File: src/rtl/llca_ram.sv
`timescale 1ns / 1ps
// ----------------------------------------------------------------------------
// llca_ram
// Generic simple dual-port RAM: one write port, one read port, registered read.
// ----------------------------------------------------------------------------
module llca_ram #(
   parameter int WIDTH = 128,
   parameter int DEPTH = 32
) (
   input  logic                     clock,
   input  logic                     wr_en,
   input  logic [$clog2(DEPTH)-1:0] wr_addr,
   input  logic [WIDTH-1:0]         wr_data,
   input  logic                     rd_en,
   input  logic [$clog2(DEPTH)-1:0] rd_addr,
   output logic [WIDTH-1:0]         rd_data
);

   logic [WIDTH-1:0] mem_ff [DEPTH];
   logic [WIDTH-1:0] rd_data_ff;

   always_ff @(posedge clock) begin
      if (wr_en) begin
         mem_ff[wr_addr] <= wr_data;
      end
      if (rd_en) begin
         rd_data_ff <= mem_ff[rd_addr];
      end
   end

   assign rd_data = rd_data_ff;

endmodule

File: config.mk
export PLATFORM = sky130hd
export DESIGN_NAME = llca_ram
export DESIGN_NICKNAME = d
export VERILOG_FILES = /design/src/rtl/llca_ram.sv
export SDC_FILE = /design/constraint.sdc
export NUM_CORES = 2
export LEC_CHECK = 0
export CAP_MARGIN = 15
export CORE_AREA = 2 2 514 516
export DETAILED_ROUTE_END_ITERATION = 8
export DIE_AREA = 0 0 516 518
export DONT_BUFFER_PORTS = 1
export GPL_ROUTABILITY_DRIVEN = 0
export PLACE_DENSITY = 0.76
export REMOVE_ABC_BUFFERS = 1
export SYNTH_ARGS = -nofsm -noshare
export SYNTH_HDL_FRONTEND = slang
export SYNTH_SLANG_ARGS = --single-unit
File: constraint.sdc
create_clock -name clock -period 13.6 [get_ports clock]
set_clock_uncertainty 0.05 [all_clocks]
set_input_delay 2.04 -clock clock [delete_from_list [all_inputs] [get_ports clock]]
set_output_delay 2.04 -clock clock [all_outputs]
set_load 0.02 [all_outputs]
* Word level (Yosys, flattened, before mapping) *
Memories as Yosys holds them, arrays and structs flattened. A register that Yosys moved wholly into a read port is not among the register bits.
Cells that the tools add are included.
W data, S select, Z words.

word-level totals
  register bits = 0
  memory bits (writable) = 4096
  input port bits = 141
  word-level logic and storage cells = 3
  memories kept = 1

memories
  memory  depth  width  read ports  clocked after Yosys merged registers in  write ports  line  RTL
  mem_ff  32     128    1           1                                        1            19    logic [WIDTH-1:0] mem_ff [DEPTH];

cells by class
  muxes and demuxes = 2

operator list
  cell     count
  $mux W1  2

* Depth between registers and ports, before layout *
  depth in word-level cells = 2
  depth in mapped cells = 9

* Least setup slack after synthesis *
Ideal clock, no wire load.

  kind = in2reg
  start point = input port wr_addr[1]
  end point = memory mem_ff[12][0] (enable)
  arrival = 8.021 ns
  data required time = 12.933 ns
  slack = 4.912 ns
  stages on the path = 3
  buffers on the path = 1
  cell sequence = or3b_2 -> clkbuf_1 -> nor2_1

RTL lines
  what                line  RTL
  start: declaration  12    input logic [$clog2(DEPTH)-1:0] wr_addr,
  end: declaration    19

No word-level cell before the write port.

==> impl_metrics.py <==
metrics = {
    "outcome": {
        "run_status": "finished, final reports clean",
    },
    "logic_synthesis": {
        "synth_largest_type_area_fraction": 0.810,
        "post_synth_main_area_contributors": "sky130_fd_sc_hd__edfxtp_1, sky130_fd_sc_hd__mux4_2, sky130_fd_sc_hd__o22ai_1",
        "ys_seq_elements": 4224,
        "synth_xor_area_frac": 0,
        "yosys.area_share.simple": 0.00825,
        "synth-adder-area-share": 0,
        "synth_top_family_by_area": "multiplexers",
        "cell_area_synth_um2": 157000,
        "avgSynthCellArea_um2": 24.3,
        "synth_compound_area_frac": 0.0226,
        "cell_with_the_most_instances_after_synthesis": "sky130_fd_sc_hd__edfxtp_1",
        "synth-async-reset-ratio": 0,
        "ys_top_cells_by_count": "sky130_fd_sc_hd__edfxtp_1, sky130_fd_sc_hd__mux4_2, sky130_fd_sc_hd__o22ai_1, sky130_fd_sc_hd__mux2i_1, sky130_fd_sc_hd__nor4_1",
        "synth-edff-count": 4224,
        "synth_sequential_area_ratio": 0.810,
        "postSynthCellCount": 6440,
        "postSynth.topFlopCell": "sky130_fd_sc_hd__edfxtp_1",
        "ys_warn_count": 0,
        "yosys.area.top_type": "sky130_fd_sc_hd__edfxtp_1",
        "post_synth_mux_area_share": 0.146,
        "synth_cell_type_count": 27,
    },
    "clock_tree": {
        "source_to_sink_clock_delay_at_the_later_pin_of_the_worst_skew_pair_ps": 930,
        "clock-root-buffer": "sky130_fd_sc_hd__clkbuf_16",
        "cts.hold.buffers_added": 0,
        "cts_num_sinks": 4224,
        "cts_made_buffers": 401,
        "clk_pin_slew_ps": 60,
        "clock_tree_from_tritoncts": "built",
        "cts.repair_timing.setup_buffer_count": 0,
        "cts_htree_levels": 5,
        "cts.repair.resized": 0,
        "cts_max_path_buffers": 4,
    },
    "worst_setup_path": {
        "setup_crit_start_kind": "input pin",
        "worstPathRequired_ps": 14160,
        "critical_path_class": "in -> reg",
        "path_buf_inv": 4,
        "cpPeakStageDelay_ps": 790,
        "worst_path_dominant_cell_family": "buffers and inverters",
        "data_arrival_time_at_the_worst_slack_endpoint_ps": 6400,
        "crit_path_frequent_cell": "sky130_fd_sc_hd__buf_16",
        "crit_path_end_kind": "flip-flop",
        "timing.critical_path.slowest_stage_cell": "sky130_fd_sc_hd__buf_16",
        "crit_chain": "buf_16, buf_16, buf_16, buf_16, mux4_2, o22ai_1, nor4_1",
        "timing.critical_path.fanout_max": 142,
    },
    "cells_and_area": {
        "fillCellCount": 15542,
        "final_non_filler_cells": 10464,
        "multi_input_area_um2": 28100,
        "layout.area.seq_um2": 127000,
        "net_count_of_the_finished_layout": 6766,
        "area.growth.synth_to_final_pct": 11.1,
        "drive_gt1_frac": 0.245,
    },
    "routing": {
        "wl_per_cell_um": 38.1,
        "num_vias": 73965,
        "post-route-drc-count": 0,
        "antenna_violating_nets_post_route": 0,
        "drt-vias-per-instance": 7.07,
        "initialDrtViolationCount": 11841,
        "totalWireLength_um": 399000,
        "detail_route.first_pass.iterations": 8,
    },
    "timing": {
        "top_achievable_clock_speed_mhz": 171,
        "grt_setup_unrepaired": "no",
        "period_share": 0.429,
        "timing.slew.headroom": 0.0546,
        "setup_viol": 0,
        "timing.setup.tns_ps": 0,
        "finalWorstPathRequiredPeriod_ps": 5840,
        "finalMaxSlewViolations": 0,
        "timing_hold_violations_final": 0,
        "worstMarginPinSlew_ps": 1420,
    },
    "floorplan": {
        "io_pins": 269,
        "std_cell_rows": 188,
        "core_area_um2": 262000,
        "initial_utilization": 0.598,
        "die_height_um": 518,
        "chip_width_um": 516,
        "die_area_um2": 267000,
    },
    "global_routing": {
        "overflow": 0,
        "grt_pass1_vias": 75395,
        "grt_first_pass_wirelength_um": 563000,
        "track_usage": 0.299,
        "grt_start_max_net_pins": 244,
        "antenna_violations_before_repair": 3,
    },
    "placement": {
        "port_buffers": 0,
        "place_hpwl_um": 174000,
        "place.detailed.instances": 9733,
    },
    "pwr": {
        "power.leakage_nw": 53.4,
        "power_per_cell_area_nw_per_um2": 154,
        "irDropWorstVdd_mv": 0.130,
    },
    "worst_hold_path": {
        "type_of_the_most_critical_hold_path": "reg -> reg",
    },
    "flow_run": {
        "timing.max_cap.violations": 0,
    },
}
==> worst reg2reg max path, stage by stage, from the launching register on <==
cell,delay (ps)
sky130_fd_sc_hd__edfxtp_1,330
sky130_fd_sc_hd__mux4_2,230
sky130_fd_sc_hd__o22ai_1,170
sky130_fd_sc_hd__nor4_1,870
==> final timing paths <==
kind,startpoint,to,slack [ps],depth (start not counted)
setup / recovery,rd_addr[0],rd_data[124]$_DFFE_PP_,7760,7
hold reg to reg,mem_ff[1][59]$_DFFE_PP_,rd_data[59]$_DFFE_PP_,770,4
hold / removal,mem_ff[1][59]$_DFFE_PP_,rd_data[59]$_DFFE_PP_,770,4
setup reg to reg,mem_ff[15][126]$_DFFE_PP_,rd_data[126]$_DFFE_PP_,11600,3
==> state kept, by name, indices dropped and copies added, names as in the netlist <==
signal   cells
mem_ff    4096
rd_data    128
==> cell usage in the layout, fill, tap and decap left out, types with 36 or more instances in the layout <==
cell type | synthesis | final
sky130_fd_sc_hd__edfxtp_1 | 4224 | 4224
sky130_fd_sc_hd__mux4_2 | 956 | 956
sky130_fd_sc_hd__o22ai_1 | 444 | 444
sky130_fd_sc_hd__clkbuf_16 | 0 | 411
sky130_fd_sc_hd__mux2i_1 | 136 | 136
sky130_fd_sc_hd__nor4_1 | 111 | 110
sky130_fd_sc_hd__a22oi_1 | 102 | 102
sky130_fd_sc_hd__buf_4 | 67 | 100
sky130_fd_sc_hd__clkinv_1 | 0 | 91
sky130_fd_sc_hd__clkbuf_1 | 108 | 72
sky130_fd_sc_hd__clkinv_2 | 0 | 67
sky130_fd_sc_hd__bufinv_16 | 0 | 47
sky130_fd_sc_hd__nand3_1 | 37 | 36
==> power by group <==
group          switching (mW)  leakage, nW  internal, mW  total, mW
clock network            4.77         6.33          6.42       11.2
registers               0.132         38.1          14.5       14.7
logic                   0.474         8.93         0.385      0.859
==> layer usage <==
| metal | vias up | GRT usage | part of all wire |
|---|---|---|---|
| li1 | 28475 | - | - |
| met1 | 38991 | 0.399 | 0.34 |
| met2 | 5573 | 0.492 | 0.50 |
| met3 | 926 | 0.0650 | 0.12 |
| met4 | 0 | 0.109 | 0.042 |
| met5 | - | 0 | 0 |
==> kinds of logic after synthesis <==
logic type             Yosys count
AOI/OAI and AO/OA              546
buffers and inverters          352
DFF                           4224
and+or+nand+nor                226
muxes                         1092
==> layout make-up <==
cell class,count,area share
Antenna cell,2,0.0000288
Tap cell,3515,0.0253
Clock inverter,242,0.0143
Timing Repair Buffer,134,0.00884
Multi-Input combinational cell,1864,0.161
Clock buffer,483,0.0607
Sequential cell,4224,0.730
==> metrics by stage <==
stage	hold slack, ps	setup WS, ps	instance area (um^2)	util	power (mW)
2_1_floorplan	674	4990	155000	-	15.4
3_3_place_gp	740	7220	161000	0.614	15.8
3_5_place_dp	747	7240	161000	0.614	15.8
4_1_cts	773	8060	174000	0.664	26.8
5_1_grt	808	7460	174000	0.665	27.3
6_report	767	7760	174000	0.665	26.7
Note: power is estimated with default switching activity, not from simulation.
